<file path="src/sv/assert_macros.svh">
// Assertion macros shared by the expander RTL.
// Needs clk_i and rst_ni in the scope of the module that uses them.
`ifndef ASSERT_MACROS_SVH
`define ASSERT_MACROS_SVH

// Same-cycle implication, checked on every rising clock edge out of reset
`define ASSERT_NOW(lbl, ante, cons) \
  lbl: assert property (@(posedge clk_i) disable iff (!rst_ni) (ante) |-> (cons)) \
    else $error("%m: assertion failed");

// Next-cycle implication, checked on every rising clock edge out of reset
`define ASSERT_NEXT(lbl, ante, cons) \
  lbl: assert property (@(posedge clk_i) disable iff (!rst_ni) (ante) |=> (cons)) \
    else $error("%m: assertion failed");

`endif

</file>
<file path="src/sv/ogx_pkg.sv">
// Shared types and constants for the outlined glyph expander.
// No dependencies; used by every module of the block.
package ogx_pkg;

  localparam int CellCols    = 12;
  localparam int CellRows    = 18;
  localparam int CellBytes   = 54;
  localparam int BytesPerRow = 3;
  localparam int PixPerByte  = 4;

  // Source glyph and where it lands in the cell
  localparam int SrcRows   = 7;
  localparam int SrcCols   = 5;
  localparam int WhiteRow0 = 5;
  localparam int WhiteCol0 = 3;

  // Outline region: source area grown by one pixel on every side
  localparam int HaloRows = SrcRows + 2;
  localparam int HaloCols = SrcCols + 2;
  localparam int HaloRow0 = WhiteRow0 - 1;
  localparam int HaloCol0 = WhiteCol0 - 1;

  localparam int QueueDepth = 2;

  localparam logic [1:0] PixWhite = 2'h2;
  localparam logic [1:0] PixBlack = 2'h0;
  localparam logic [1:0] PixClear = 2'h1;

  typedef struct packed {
    logic [7:0] char_code;
    logic [7:0] src_row_0;
    logic [7:0] src_row_1;
    logic [7:0] src_row_2;
    logic [7:0] src_row_3;
    logic [7:0] src_row_4;
    logic [7:0] src_row_5;
    logic [7:0] src_row_6;
  } glyph_t;

  typedef struct packed {
    logic [7:0] out_char_code;
    logic [5:0] byte_index;
    logic [7:0] cell_byte;
    logic       last_byte;
  } cell_out_t;

  // Classified glyph: white pixels, column 0 leftmost, and outline coverage
  typedef struct packed {
    logic [7:0]                             code;
    logic [SrcRows-1:0][SrcCols-1:0]        white;
    logic [HaloRows-1:0][HaloCols-1:0]      halo;
  } entry_t;

endpackage

</file>
<file path="src/sv/ogx_front.sv">
// Front end of the expander: takes a glyph and classifies its pixels.
// Depends on ogx_pkg; feeds ogx_fifo.
module ogx_front (
  input  logic            start_i,
  input  ogx_pkg::glyph_t glyph_i,
  input  logic            full_i,
  output logic            busy_o,
  output logic            push_o,
  output ogx_pkg::entry_t entry_o
);

  logic [ogx_pkg::SrcRows-1:0][7:0] rows;
  logic [ogx_pkg::SrcRows-1:0][ogx_pkg::SrcCols-1:0] white;
  logic [ogx_pkg::HaloRows-1:0][ogx_pkg::HaloCols-1:0] halo;

  assign rows = {glyph_i.src_row_6, glyph_i.src_row_5, glyph_i.src_row_4,
                 glyph_i.src_row_3, glyph_i.src_row_2, glyph_i.src_row_1,
                 glyph_i.src_row_0};

  // Flip column order so that index 0 is the leftmost pixel; upper bits drop
  always_comb begin
    for (int r = 0; r < ogx_pkg::SrcRows; r++) begin
      for (int c = 0; c < ogx_pkg::SrcCols; c++) begin
        white[r][c] = rows[r][ogx_pkg::SrcCols-1-c];
      end
    end
  end

  // Outline coverage: any white pixel within the 3x3 window
  always_comb begin
    int sr;
    int sc;
    for (int k = 0; k < ogx_pkg::HaloRows; k++) begin
      for (int j = 0; j < ogx_pkg::HaloCols; j++) begin
        halo[k][j] = 1'b0;
        for (int dr = 0; dr < 3; dr++) begin
          for (int dc = 0; dc < 3; dc++) begin
            sr = k - 2 + dr;
            sc = j - 2 + dc;
            if (sr >= 0 && sr < ogx_pkg::SrcRows && sc >= 0 && sc < ogx_pkg::SrcCols) begin
              halo[k][j] = halo[k][j] | white[sr][sc];
            end
          end
        end
      end
    end
  end

  assign busy_o        = full_i;
  assign push_o        = start_i & ~full_i;
  assign entry_o.code  = glyph_i.char_code;
  assign entry_o.white = white;
  assign entry_o.halo  = halo;

endmodule

</file>
<file path="src/sv/ogx_fifo.sv">
// Short queue of classified glyphs between front and back ends.
// Depends on ogx_pkg for the entry type.
module ogx_fifo #(
  parameter int Depth = ogx_pkg::QueueDepth
) (
  input  logic            clk_i,
  input  logic            rst_ni,
  input  logic            push_i,
  input  ogx_pkg::entry_t data_i,
  input  logic            pop_i,
  output logic            valid_o,
  output logic            full_o,
  output ogx_pkg::entry_t data_o
);

  localparam int PtrW = (Depth > 1) ? $clog2(Depth) : 1;
  localparam int CntW = $clog2(Depth + 1);

  ogx_pkg::entry_t mem_q [Depth];
  logic [PtrW-1:0] wr_ptr_q, wr_ptr_d;
  logic [PtrW-1:0] rd_ptr_q, rd_ptr_d;
  logic [CntW-1:0] count_q, count_d;

  assign valid_o = (count_q != '0);
  assign full_o  = (count_q == CntW'(Depth));
  assign data_o  = mem_q[rd_ptr_q];

  always_comb begin
    wr_ptr_d = wr_ptr_q;
    rd_ptr_d = rd_ptr_q;
    count_d  = count_q;
    if (push_i) begin
      wr_ptr_d = (wr_ptr_q == PtrW'(Depth - 1)) ? '0 : wr_ptr_q + 1'b1;
    end
    if (pop_i) begin
      rd_ptr_d = (rd_ptr_q == PtrW'(Depth - 1)) ? '0 : rd_ptr_q + 1'b1;
    end
    if (push_i && !pop_i) begin
      count_d = count_q + 1'b1;
    end else if (pop_i && !push_i) begin
      count_d = count_q - 1'b1;
    end
  end

  always_ff @(posedge clk_i or negedge rst_ni) begin
    if (!rst_ni) begin
      wr_ptr_q <= '0;
      rd_ptr_q <= '0;
      count_q  <= '0;
    end else begin
      wr_ptr_q <= wr_ptr_d;
      rd_ptr_q <= rd_ptr_d;
      count_q  <= count_d;
    end
  end

  always_ff @(posedge clk_i) begin
    if (push_i) begin
      mem_q[wr_ptr_q] <= data_i;
    end
  end

endmodule

</file>
<file path="src/sv/ogx_back.sv">
// Back end of the expander: walks the cell and emits one packed byte a cycle.
// Depends on ogx_pkg and assert_macros.svh; drains ogx_fifo.
`include "assert_macros.svh"

module ogx_back (
  input  logic                clk_i,
  input  logic                rst_ni,
  input  logic                qvalid_i,
  input  ogx_pkg::entry_t     qdata_i,
  output logic                pop_o,
  output logic                strobe_o,
  output ogx_pkg::cell_out_t  result_o
);

  ogx_pkg::entry_t    entry_q;
  logic               active_q;
  logic [5:0]         idx_q;
  logic [4:0]         row_q;
  logic [1:0]         grp_q;
  logic               strobe_q;
  ogx_pkg::cell_out_t res_q;

  logic               at_last;
  logic               load;
  logic [4:0]         wofs;
  logic [4:0]         hofs;
  logic [ogx_pkg::CellCols-1:0] wrow;
  logic [ogx_pkg::CellCols-1:0] hrow;
  logic [3:0]         col0;
  logic [ogx_pkg::PixPerByte-1:0] wsel;
  logic [ogx_pkg::PixPerByte-1:0] hsel;
  logic [7:0]         packed_byte;

  assign at_last = (idx_q == 6'(ogx_pkg::CellBytes - 1));
  // Take the next glyph on the last byte so that glyphs run without a gap
  assign load    = qvalid_i && (!active_q || at_last);
  assign pop_o   = load;

  always_comb begin
    wofs = row_q - 5'(ogx_pkg::WhiteRow0);
    hofs = row_q - 5'(ogx_pkg::HaloRow0);
    wrow = '0;
    hrow = '0;
    if (row_q >= 5'(ogx_pkg::WhiteRow0) &&
        row_q <  5'(ogx_pkg::WhiteRow0 + ogx_pkg::SrcRows)) begin
      wrow[ogx_pkg::WhiteCol0 +: ogx_pkg::SrcCols] = entry_q.white[wofs[2:0]];
    end
    if (row_q >= 5'(ogx_pkg::HaloRow0) &&
        row_q <  5'(ogx_pkg::HaloRow0 + ogx_pkg::HaloRows)) begin
      hrow[ogx_pkg::HaloCol0 +: ogx_pkg::HaloCols] = entry_q.halo[hofs[3:0]];
    end
  end

  assign col0 = {grp_q, 2'b00};
  assign wsel = wrow[col0 +: ogx_pkg::PixPerByte];
  assign hsel = hrow[col0 +: ogx_pkg::PixPerByte];

  // Leftmost pixel goes to the top bits
  always_comb begin
    packed_byte = '0;
    for (int p = 0; p < ogx_pkg::PixPerByte; p++) begin
      if (wsel[p]) begin
        packed_byte[(ogx_pkg::PixPerByte-1-p)*2 +: 2] = ogx_pkg::PixWhite;
      end else if (hsel[p]) begin
        packed_byte[(ogx_pkg::PixPerByte-1-p)*2 +: 2] = ogx_pkg::PixBlack;
      end else begin
        packed_byte[(ogx_pkg::PixPerByte-1-p)*2 +: 2] = ogx_pkg::PixClear;
      end
    end
  end

  always_ff @(posedge clk_i or negedge rst_ni) begin
    if (!rst_ni) begin
      active_q <= 1'b0;
      idx_q    <= '0;
      row_q    <= '0;
      grp_q    <= '0;
      strobe_q <= 1'b0;
    end else begin
      strobe_q <= active_q;
      if (load) begin
        active_q <= 1'b1;
        idx_q    <= '0;
        row_q    <= '0;
        grp_q    <= '0;
      end else if (active_q) begin
        if (at_last) begin
          active_q <= 1'b0;
          idx_q    <= '0;
          row_q    <= '0;
          grp_q    <= '0;
        end else begin
          idx_q <= idx_q + 1'b1;
          if (grp_q == 2'(ogx_pkg::BytesPerRow - 1)) begin
            grp_q <= '0;
            row_q <= row_q + 1'b1;
          end else begin
            grp_q <= grp_q + 1'b1;
          end
        end
      end
    end
  end

  always_ff @(posedge clk_i) begin
    if (load) begin
      entry_q <= qdata_i;
    end
    res_q.out_char_code <= entry_q.code;
    res_q.byte_index    <= idx_q;
    res_q.cell_byte     <= packed_byte;
    res_q.last_byte     <= at_last;
  end

  assign strobe_o = strobe_q;
  assign result_o = res_q;

  `ASSERT_NEXT(a_stream_advances, strobe_q && !res_q.last_byte, strobe_q && (res_q.byte_index == $past(res_q.byte_index) + 6'd1))
  `ASSERT_NEXT(a_glyph_restarts, strobe_q && res_q.last_byte, !strobe_q || (res_q.byte_index == 6'd0))
  `ASSERT_NEXT(a_no_idle_with_work, qvalid_i && !active_q, active_q && (idx_q == 6'd0))

endmodule

</file>
<file path="src/sv/outlined_glyph_expander.sv">
// Outlined glyph expander: 5x7 glyph in, 12x18 two-bit-per-pixel cell out.
// Input: glyph_i (character code and seven source rows) is transferred at a
//   rising edge where start_i is high and busy_o is low.
// Output: 54 bytes per glyph, one per cycle, each on result_o for exactly one
//   cycle with strobe_o high; byte_index counts 0..53 in row order, three
//   bytes per cell row, and last_byte marks byte 53. Pixels are 2 white,
//   0 black outline, 1 transparent, leftmost pixel in bits 7..6.
// A transferred glyph is written into the queue, loaded into the emitter once the
//   emitter is free, and each of its bytes is registered onto result_o.
// The byte emitter writes one byte a cycle; consecutive glyphs stream with no
//   gap between them when the next glyph is already waiting in the queue.
// A queue of QueueDepth classified glyphs sits between the front end and the
//   emitter; busy_o is high only while that queue is full.
// Reset clears the queue and the emitter; no byte is produced until a glyph
//   is transferred. The receiver cannot stall: every strobed byte is taken.
module outlined_glyph_expander #(
  parameter int QueueDepth = ogx_pkg::QueueDepth
) (
  input  logic               clk_i,
  input  logic               rst_ni,
  input  logic               start_i,
  output logic               busy_o,
  input  ogx_pkg::glyph_t    glyph_i,
  output logic               strobe_o,
  output ogx_pkg::cell_out_t result_o
);

  logic            push;
  logic            pop;
  logic            qvalid;
  logic            qfull;
  ogx_pkg::entry_t entry_in;
  ogx_pkg::entry_t entry_out;

  ogx_front u_front (
    .start_i (start_i),
    .glyph_i (glyph_i),
    .full_i  (qfull),
    .busy_o  (busy_o),
    .push_o  (push),
    .entry_o (entry_in)
  );

  ogx_fifo #(
    .Depth (QueueDepth)
  ) u_fifo (
    .clk_i   (clk_i),
    .rst_ni  (rst_ni),
    .push_i  (push),
    .data_i  (entry_in),
    .pop_i   (pop),
    .valid_o (qvalid),
    .full_o  (qfull),
    .data_o  (entry_out)
  );

  ogx_back u_back (
    .clk_i    (clk_i),
    .rst_ni   (rst_ni),
    .qvalid_i (qvalid),
    .qdata_i  (entry_out),
    .pop_o    (pop),
    .strobe_o (strobe_o),
    .result_o (result_o)
  );

endmodule

</file>
<file path="config.mk">
export PLATFORM = sky130hd
export DESIGN_NAME = outlined_glyph_expander
export DESIGN_NICKNAME = d
export VERILOG_FILES = /design/src/sv/ogx_pkg.sv /design/src/sv/ogx_front.sv /design/src/sv/ogx_fifo.sv /design/src/sv/ogx_back.sv /design/src/sv/outlined_glyph_expander.sv
export VERILOG_INCLUDE_DIRS = /design/src /design/src/sv
export SDC_FILE = /design/constraint.sdc
export NUM_CORES = 1
export LEC_CHECK = 0
export ABC_AREA = 1
export BUFFER_PORTS_ARGS = -buffer_cell sky130_fd_sc_hd__buf_2
export CORE_MARGIN = 2
export CORE_UTILIZATION = 49
export CTS_CLUSTER_SIZE = 40
export DETAILED_ROUTE_END_ITERATION = 10
export PLACE_DENSITY = 0.67
export RECOVER_POWER = 100
export SLEW_MARGIN = 25
export SYNTH_ARGS = -nofsm -noshare
export SYNTH_HDL_FRONTEND = slang
export SYNTH_SLANG_ARGS = --single-unit
</file>
<file path="constraint.sdc">
create_clock -name clk_i -period 12.9 [get_ports clk_i]
set_clock_uncertainty 0.05 [all_clocks]
set_input_delay 1.935 -clock clk_i [delete_from_list [all_inputs] [get_ports clk_i]]
set_output_delay 1.935 -clock clk_i [all_outputs]
set_load 0.01 [all_outputs]
</file>
==> results.json <==
{
  "p_per_area_nw_per_um2": 167,
  "path_class": "input pin to register",
  "yosysUniqueCellTypes": 39,
  "drt-initial-drc-count": 742,
  "drtAntennaViolNets": 0,
  "synth_top_cell_by_area": "edfxtp_1",
  "violations": "max-capacitance violations, max-slew violations",
  "fin_nets": 1306,
  "syn_area_sq_um": 13600,
  "wl_met3_mm": 1.76,
  "final-seq-area_sq_um": 10100,
  "seq_power_share_pct": 56.0,
  "maxCapViolations": 8,
  "synth_edf_count": 306,
  "area.growth.synth_to_final_pct": 11.8,
  "synth-seq-cells": 348,
  "met2_length_mm": 14.1,
  "synth_nets": 1230,
  "status": "finished with violations",
  "fill_cells": 2289,
  "holdCritPathClass": "register to register",
  "worstPathArrival_ns": 7.40,
  "routed_wl_mm": 28.5,
  "drc": 0,
  "highest_layer": "met4",
  "io_pins": 92,
  "grt_pass1_vias": 7966,
  "dr.pass1.iters": 5,
  "power_frac_comb_pct": 7.0,
  "yosys.area.top_type_share_pct": 67.4,
  "multi_input_area_sq_um": 3010,
  "yosys-top-cells-area": "edfxtp_1, nand2_1, dfrtp_1, dfxtp_1, nand3_1",
  "cts_resized": 0,
  "p_switching_uw": 570,
  "cts-root-buf": "clkbuf_16",
  "rsz0062_at_grt": "no",
  "p_leak_nw": 5.60,
  "finalSetupViolCount": 0,
  "grt_pass1_wl_mm": 43.9,
  "slew_viol_final": 525,
  "finish.utilization_pct": 55.3,
  "wl_per_cell_um": 17.5,
  "fin_crit_ns": 7.46,
  "gr-total-overflow": 0,
  "hpwlAfterDp_mm": 17.1,
  "wl_met1_mm": 12.1,
  "vias_per_cell": 5.12,
  "synthArstFlopShare_pct": 5.46,
  "clock.fmax_ghz": 0.134,
  "clkPwrFrac_pct": 37.0,
  "cts.sinks": 348,
  "synth_flop_cell": "edfxtp_1",
  "synthCells": 1155,
  "cp-start-kind": "input pin",
  "num_vias": 8371,
  "place.gp.congestion": 0.798,
  "relSlewSlack_pct": -218,
  "initial_core_util_pct": 49.5,
  "tritoncts": "built",
  "coreArea_sq_um": 27600,
  "finalHoldViolCount": 0,
  "finalPower_mw": 2.54,
  "crit_fanout": 79,
  "clk_path_buf_depth": 3,
  "crit_path_end_kind": "register",
  "setup_tns_ns": 0,
  "ir_worst_vdd_v": 0.0000824,
  "cts_setup_buffers": 0,
  "internal_power_mw": 1.97,
  "clock_latency_ns": 0.50,
  "worst_slew_pin_slew_ns": 4.76,
  "antenna_found_initial": 0,
  "die_x_um": 171,
  "dieArea_sq_um": 29200,
  "hold_buffers": 0,
  "required_ns": 12.84,
  "num_antenna_cells": 0,
  "drive_gt1_share_pct": 6.53,
  "core.rowCount": 61,
  "yosysMostFrequentCell": "nand2_1",
  "p_sw_share_pct": 22.4,
  "synth_warnings": 0,
  "clk_pin_slew_ns": 0.06,
  "io_buffers": 70,
  "avgSynthCellArea_sq_um": 11.8,
  "ys_seq_area_share_pct": 74.3,
  "grt_start_max_net_pins": 90,
  "cts-htree-levels": 2,
  "grt_usage_pct": 19.9,
  "synth.top_cells.by_count": "nand2_1, edfxtp_1, nand3_1",
  "die_h_um": 171,
  "post-route-period-util_pct": 57.8,
  "cts_buffers": 35
}
-- sequential cells by signal, summed over array words and instances, names as in the netlist --
name	count
u_back.idx_q	6
u_back.strobe_o	1
u_back.row_q	5
u_back.active_q	1
u_back.grp_q	2
u_back.result_o	23
u_fifo.mem_q	204
u_back.entry_q	102
u_fifo.rd_ptr_q	1
u_fifo.count_q	2
u_fifo.wr_ptr_q	1
-- layer usage --
layer / GRT usage, % / vias up
li1: - / 4045
met1: 26.9 / 4030
met2: 33.6 / 259
met3: 2.91 / 37
met4: 6.15 / 0
met5: 0 / -
-- placed cells by master, fill, tap and decap left out, types with 2 or more instances in the layout --
cell	instances
or2_2	4
a21oi_1	26
a21oi_2	2
clkinv_1	9
nand4_1	7
nand2_2	5
clkbuf_16	37
edfxtp_1	306
dfxtp_1	23
o21ai_0	20
clkinvlp_4	4
ha_1	8
clkinv_2	4
nor2_2	2
clkbuf_1	74
dfrtp_1	18
o21ai_1	3
inv_2	2
nor3_1	4
or3b_2	2
buf_2	8
nand3b_1	3
inv_1	58
nand2_1	483
nand3_1	67
o22ai_1	4
nor4_1	4
xor2_1	4
inv_4	2
nor2_1	50
clkinvlp_2	4
-- power groups by stage --
stage	clock network, mW	logic, mW	registers [mW]
after global routing	1.01	0.200	1.44
after floorplan	0	0.118	1.45
after CTS	0.956	0.191	1.41
final	0.942	0.177	1.43
after detailed placement	0	0.190	1.43
after global placement	0	0.185	1.43
-- metrics by stage --
step | cells | worst slack [ns] | hold WS, ns | area (sq um)
after floorplan | 1155 | 5.94 | 0.273 | 13600
after global placement | 1572 | 8.41 | 0.274 | 14300
after detailed placement | 1572 | 8.68 | 0.278 | 14300
after CTS | 1634 | 9.20 | 0.291 | 15400
after global routing | 1634 | 4.96 | 0.300 | 15200
final | 1634 | 5.44 | 0.289 | 15200
-- area by class of cell --
type	instances	area share, %
Sequential cell	348	66.4
Inverter	66	1.72
Multi-Input combinational cell	704	19.8
Clock inverter	19	0.788
Timing Repair Buffer	76	1.94
Tap cell	378	3.10
Clock buffer	43	6.22
-- final timing paths --
kind                                startpoint                  end  slack (ns)  cells past startpoint
hold reg to reg            u_back.entry_q[105]  u_back.result_o[22]        0.29                      0
min in group asynchronous               rst_ni      u_back.idx_q[1]        1.55                      1
setup / recovery                       start_i  u_fifo.mem_q[0][60]        5.44                      4
max in group asynchronous               rst_ni      u_back.row_q[0]       10.54                      1
hold / removal             u_back.entry_q[105]  u_back.result_o[22]        0.29                      0
setup reg to reg             u_fifo.count_q[0]  u_fifo.mem_q[0][60]        6.45                      3
-- worst max-delay path: stages --
cell	delay [ns]
buf_2	0.08
o21ai_0	0.13
nor2_1	1.74
clkbuf_1	3.45
-- kinds of logic after synthesis --
group,Yosys count,synth area share (%)
AND/OR/NAND/NOR,634,19.0
flip-flops,348,74.3
buffers and inverters,103,3.42
AO/OA/AOI/OAI,57,2.30
adder cells (fa/ha/maj),8,0.734
XOR/XNOR,5,0.321
Note: power is estimated with default switching activity, not from simulation.
